===== src/design/ising_metropolis_spin_update_core_macros.svh =====
// Assertion macros shared by the spin update core.
// Needs a clock named clock and a synchronous active-high reset named reset.
`ifndef ISING_METROPOLIS_SPIN_UPDATE_CORE_MACROS_SVH
`define ISING_METROPOLIS_SPIN_UPDATE_CORE_MACROS_SVH

// Same-cycle implication, checked on every clock edge out of reset
`define ISING_ASSERT_IMP(lbl, ante, cons) \
   lbl: assert property (@(posedge clock) disable iff (reset) (ante) |-> (cons)) \
      else $error("spin update core: same-cycle check failed");

// Next-cycle implication, checked on every clock edge out of reset
`define ISING_ASSERT_NEXT(lbl, ante, cons) \
   lbl: assert property (@(posedge clock) disable iff (reset) (ante) |=> (cons)) \
      else $error("spin update core: next-cycle check failed");

`endif


===== src/design/ising_pkg.sv =====
// Shared widths, register indexes, reset values, limits and the row store control type
// for the spin update core. No dependencies.
package ising_pkg;

   // Default lattice capacity (side length)
   localparam int DEFAULT_MAX_SIDE = 64;

   // Field widths
   localparam int SITE_W     = 6;
   localparam int FRAC_W     = 16;
   localparam int MAG_W      = 14;
   localparam int SIDE_REG_W = 7;
   localparam int CSR_IDX_W  = 2;
   localparam int CSR_DATA_W = 16;
   localparam int AGREE_W    = 3;

   // Register indexes
   localparam logic [CSR_IDX_W-1:0] REG_LATTICE_SIDE = 2'd0;
   localparam logic [CSR_IDX_W-1:0] REG_THR_SMALL    = 2'd1;
   localparam logic [CSR_IDX_W-1:0] REG_THR_LARGE    = 2'd2;

   // Register reset values
   localparam logic [SIDE_REG_W-1:0] SIDE_RESET = 7'd64;
   localparam logic [FRAC_W-1:0]     THR_RESET  = 16'd0;

   // Smallest side in use
   localparam int MIN_SIDE = 2;

   // Neighbor agreement counts that select the acceptance rule
   localparam logic [AGREE_W-1:0] AGREE_SMALL = 3'd3;
   localparam logic [AGREE_W-1:0] AGREE_LARGE = 3'd4;

   // Row store control
   typedef struct packed {
      logic rd_en;
      logic wr_en;
      logic clear;
   } mem_ctrl_type;

endpackage


===== src/design/ising_row_store.sv =====
// Lattice row store: one word of MAX_SIDE spins per row, registered read.
// Depends on ising_pkg. Row valid flops make unwritten rows read as all +1.
module ising_row_store #(
   parameter int MAX_SIDE = ising_pkg::DEFAULT_MAX_SIDE,
   localparam int IDX_W = $clog2(MAX_SIDE)
) (
   input  logic                     clock,
   input  logic                     reset,
   input  ising_pkg::mem_ctrl_type  ctrl,
   input  logic [IDX_W-1:0]         rd_addr,
   input  logic [IDX_W-1:0]         wr_addr,
   input  logic [MAX_SIDE-1:0]      wr_word,
   output logic [MAX_SIDE-1:0]      rd_word
);

   logic [MAX_SIDE-1:0] mem_ram [MAX_SIDE];
   logic [MAX_SIDE-1:0] rd_data_ff;
   logic                rd_valid_ff;
   logic [MAX_SIDE-1:0] valid_ff;
   logic [MAX_SIDE-1:0] valid_in;

   // Write and read the spin rows
   always_ff @(posedge clock) begin
      if (ctrl.wr_en) begin
         mem_ram[wr_addr] <= wr_word;
      end
      if (ctrl.rd_en) begin
         rd_data_ff  <= mem_ram[rd_addr];
         rd_valid_ff <= valid_ff[rd_addr];
      end
   end

   // Drop all rows on clear, mark a row valid once written
   always_comb begin
      valid_in = valid_ff;
      if (ctrl.clear) begin
         valid_in = '0;
      end else if (ctrl.wr_en) begin
         valid_in[wr_addr] = 1'b1;
      end
   end

   always_ff @(posedge clock) begin
      if (reset) begin
         valid_ff <= '0;
      end else begin
         valid_ff <= valid_in;
      end
   end

   // Unwritten rows hold all +1 spins
   assign rd_word = rd_valid_ff ? rd_data_ff : '1;

endmodule


===== config.mk =====
export PLATFORM = sky130hd
export DESIGN_NAME = ising_row_store
export DESIGN_NICKNAME = d
export VERILOG_FILES = /design/src/design/ising_metropolis_spin_update_core_macros.svh /design/src/design/ising_pkg.sv /design/src/design/ising_row_store.sv
export SDC_FILE = /design/constraint.sdc
export NUM_CORES = 2
export LEC_CHECK = 0
export BUFFER_PORTS_ARGS = -buffer_cell sky130_fd_sc_hd__buf_2
export CORE_ASPECT_RATIO = 1.4
export CORE_MARGIN = 8
export CORE_UTILIZATION = 45
export CTS_CLUSTER_DIAMETER = 200
export CTS_CLUSTER_SIZE = 10
export DETAILED_ROUTE_END_ITERATION = 8
export HOLD_SLACK_MARGIN = 0.02
export MAX_ROUTING_LAYER = met4
export PLACE_DENSITY = 0.65
export SETUP_SLACK_MARGIN = 0.05
export SLEW_MARGIN = 0
export SYNTH_ARGS = -nofsm -noshare
export SYNTH_HDL_FRONTEND = slang
export SYNTH_SLANG_ARGS = --single-unit

===== constraint.sdc =====
create_clock -name clock -period 7.7 [get_ports clock]
set_input_delay 0 -clock clock [delete_from_list [all_inputs] [get_ports clock]]
set_output_delay 0 -clock clock [all_outputs]
set_load 0.01 [all_outputs]

==> results <==
- The die is between 500 and 600 um wide.
- The flow ran to the end, and the final reports show no timing, DRC or antenna violations.
- The commonest cells after synthesis are 4161 x sky130_fd_sc_hd__edfxtp_1, 999 x sky130_fd_sc_hd__mux4_2, 376 x sky130_fd_sc_hd__o22ai_1, 168 x sky130_fd_sc_hd__clkbuf_1, 131 x sky130_fd_sc_hd__buf_2.
- The post-detailed-route count of antenna-violating nets is 0.
- The chip height is just over 700 um.
- The critical path launch point is wr_addr[3].
- The critical path is of the primary input to register type.
- The element type at the critical path start is a primary input.
- The data required time at the worst endpoint is about 8300 ps.
- For this block, the routed nets add up to roughly 470000 um of wire.
- The class of the tightest hold or removal check is primary input to register.
- The number of nets in the final layout is 7417.
- The sequential standard cell area is around 130000 um2.
- The clock skew after layout is around 54 ps.
- In the routed design, unresolved DRC markers number 0.
- After detailed placement, the design holds a cell count of about 11k.
- The number of antenna violations at the first check in global routing is 34.
- By area the synthesized netlist is led by sky130_fd_sc_hd__edfxtp_1 79%, sky130_fd_sc_hd__mux4_2 14%, sky130_fd_sc_hd__o22ai_1 1.5%.
- Setup repair after global routing left no endpoint under its margin.
- Dividing the synthesized area by the synthesized cell count gives between 20 and 25 um2.
- For the pin with the worst max-slew slack, the measured transition is about 1200 ps.
- The share of the clock period used by the worst path is 47.1%.
- The first global-routing pass estimated 648000 um of wire.
- Setup violations remaining at the end of the flow were counted as 0.
- The detailed placer's ending HPWL is ~250000 um.
- The number of buffers created by CTS is between 400 and 500.
- The hold violation count in the final report is 0.
- The most used flip-flop cell after synthesis is sky130_fd_sc_hd__edfxtp_1.
- For this run, the number of standard cells in the final layout without fillers is between 10k and 15k.
- In this run the critical register-to-register path is launched from mem_ram[51][34]$_DFFE_PP_.
- The max-capacitance violation count is 0.
- The number of different library cells used by synthesis comes to 37.
- The met2 usage is 41.9%.
- The analysis attributes to cell leakage a power of 54.9 nW.
- The total of warnings raised by yosys is 0.
- In the final layout, the multi-input gates occupy between 30000 and 40000 um2.
- The maximum clock rate is about 280 MHz.
- The final weighted congestion in routability-driven placement is around 0.8.
- The count of TritonRoute iterations in the first routing pass is 6.
- After synthesis, the largest area contributor takes up 78.6% of total cell area.
- Global routing used about 25% of the available tracks across all layers.
- The maximum number of buffers from clock root to sink is 4.
- The count of vias placed by the detailed router is approximately 80k.
- The number of nets in the synthesized netlist is slightly below 7k.
- The via count of the first global-routing pass is between 80k and 90k.
- The aggregate global routing overflow is 0.
- The layer flagged by global routing as most heavily used is met2.
- The area overhead of the layout relative to synthesis is 12.7%.
- The initialized floorplan defines roughly 260 standard-cell rows.
- The routed via count divided by cell count is between 6 and 7.
- The sum of internal, switching and leakage power is 46.9 mW.
- The clock-pin slew of the registers on the worst-case setup and hold paths is around 50 ps.
- The headroom to the max-slew limit is around 17%.
- The post-synth design cell area is between 150000 and 200000 um2.
- The insertion delay of the later-clocked pin in the worst-skew pair is about 950 ps.
- The level count of the clock H-tree is 5.
- Once the clock tree was built, the setup fixing pass inserted 0 buffers.
- Fill cells in the final layout number around 27k.
- In the final routed layout, each cell accounts on average for roughly 39 um.
- The core region is about 350000 um2.
- Yosys mapped a number of flops with a built-in enable equal to between 4k and 5k.
- The count of buffers inserted at the top-level ports is ~140.
- TritonCTS built the clock tree.
- For the worst flop-to-flop path, the logic depth is 5.
- The clock period minus final worst setup slack is approximately 3600 ps.
- The worst setup path is captured at a register.
- The number of DRC markers in iteration 0 is 11.3k.
- The register area share after synthesis is a little under 80%.
- The worst hold path was traced through 5 stages.
- At the worst endpoint, the arrival time is ~4200 ps.
- The global-route track usage on met3 is 4.75%.
- After technology mapping, the gate count stands at approximately 6.8k.
- The startpoint identified for the worst hold timing path is wr_addr[4].
- The worst-case IR drop observed on VDD is approximately 0.19 mV.
- The cell taking the most area after synthesis is sky130_fd_sc_hd__edfxtp_1.
- The total count of max-transition violations in the final report is 0.
- In this run the count of I/O pins placed on the die edge is roughly 150.
- The floorplan step defined a die boundary enclosing about 370000 um2.
- Summed over all failing endpoints, the final setup total negative slack is 0 ps.
- The largest net degree at the start of global routing is 108.
- The power density over cell area is roughly 260 nW/um2.
- The effective utilization at floorplan is ~45%.
- Clock tree synthesis selected as its root buffer the cell sky130_fd_sc_hd__clkbuf_16.
- The post-route netlist has between 20 and 30% of its cells at a drive strength greater than 1.
- In the global route stage, met1 resource usage came out at between 30% and 40%.
- The peak fanout along the critical path is 27.
- The most common cell in the synthesized netlist is sky130_fd_sc_hd__edfxtp_1.
- Counting flops with an async set or reset pin after synthesis yields a share of 0%.
- The synthesized flop and latch total is 4225.
- The clock drives about 4.2k sinks.
-- repair_timing --
action | in CTS | in global routing
hold endpoints to repair | 4359 | 0
hold buffers | 79 | 0
resized for setup | 0 | 0
-- final cells by class --
class                           count  area share [%]
Multi-Input combinational cell   2209            17.5
Tap cell                         4680            3.27
Clock inverter                     17           0.175
Sequential cell                  4225            70.4
Clock buffer                      522            6.64
Antenna cell                       36          0.0503
Timing Repair Buffer              436            1.91
-- power breakdown --
| group | leakage (nW) | total [mW] | switching (mW) | internal (mW) |
|---|---|---|---|---|
| sequential | 38.0 | 25.6 | 0.125 | 25.5 |
| clock | 5.95 | 19.0 | 8.31 | 10.7 |
| combinational | 11.0 | 2.23 | 1.43 | 0.793 |
| total | 54.9 | 46.9 | 9.87 | 37.0 |
-- final timing paths --
path	slack, ps	end
hold / removal	110	mem_ram[50][35]$_DFFE_PP_
hold reg to reg	460	valid_ff[6]$_SDFFE_PP0P_
setup reg to reg	5450	rd_data_ff[34]$_DFFE_PP_
setup / recovery	4070	mem_ram[54][39]$_DFFE_PP_
-- stage by stage --
step	hold slack (ps)	util (%)	area (um2)	setup WS [ps]
after floorplan	98.9	-	159000	2250
after global placement	441	47.2	166000	3800
after detailed placement	450	47.2	166000	3810
after CTS	29.4	50.9	179000	4240
after global routing	125	50.9	179000	4100
final	108	50.9	179000	4070
-- cell families (layout without fill, tap and decap cells) --
kind of cell           after synthesis  in the layout  share of synthesized area (%)
other                                0             36                              0
AOI/OAI and AO/OA                  749            749                           3.18
muxes                             1143           1143                           15.1
buffers and inverters              397            975                           1.27
DFF                               4225           4225                           79.4
and+or+nand+nor                    317            317                           1.07
-- state kept, by name, summed over array words and instances, names as in the netlist --
register / count
valid_ff: 64
rd_valid_ff: 1
mem_ram: 4096
rd_data_ff: 64
-- worst max-delay path, stage by stage --
cell	delay (ps)
sky130_fd_sc_hd__dlygate4sd3_1	620
sky130_fd_sc_hd__buf_2	190
sky130_fd_sc_hd__nor2b_1	200
sky130_fd_sc_hd__nand4_1	250
sky130_fd_sc_hd__dlygate4sd3_1	720
sky130_fd_sc_hd__nor2_4	730
sky130_fd_sc_hd__buf_4	760
sky130_fd_sc_hd__buf_4	610
-- metal layers --
metal	part of all wire, %	up-vias
met5	0	-
li1	-	30275
met2	50	5206
met1	35	43536
met4	4.7	0
met3	10	1018
-- layout by cell type, fill, tap and decap left out, types with 36 or more instances in the layout --
cell,Yosys,routed
sky130_fd_sc_hd__buf_4,52,194
sky130_fd_sc_hd__o21a_1,117,117
sky130_fd_sc_hd__clkbuf_1,168,55
sky130_fd_sc_hd__nor2b_1,40,38
sky130_fd_sc_hd__edfxtp_1,4161,4161
sky130_fd_sc_hd__o221ai_1,64,64
sky130_fd_sc_hd__diode_2,0,36
sky130_fd_sc_hd__mux2_2,52,52
sky130_fd_sc_hd__a22oi_1,40,40
sky130_fd_sc_hd__mux2i_1,92,92
sky130_fd_sc_hd__clkbuf_16,0,467
sky130_fd_sc_hd__mux4_2,999,999
sky130_fd_sc_hd__nor2_4,0,61
sky130_fd_sc_hd__dfxtp_1,64,64
sky130_fd_sc_hd__a211oi_1,60,60
sky130_fd_sc_hd__nand2b_1,78,70
sky130_fd_sc_hd__o22ai_1,376,376
sky130_fd_sc_hd__buf_2,131,138
sky130_fd_sc_hd__dlygate4sd3_1,0,79
sky130_fd_sc_hd__nor4_1,57,57
No activity file was read; power rests on OpenSTA's default activity.
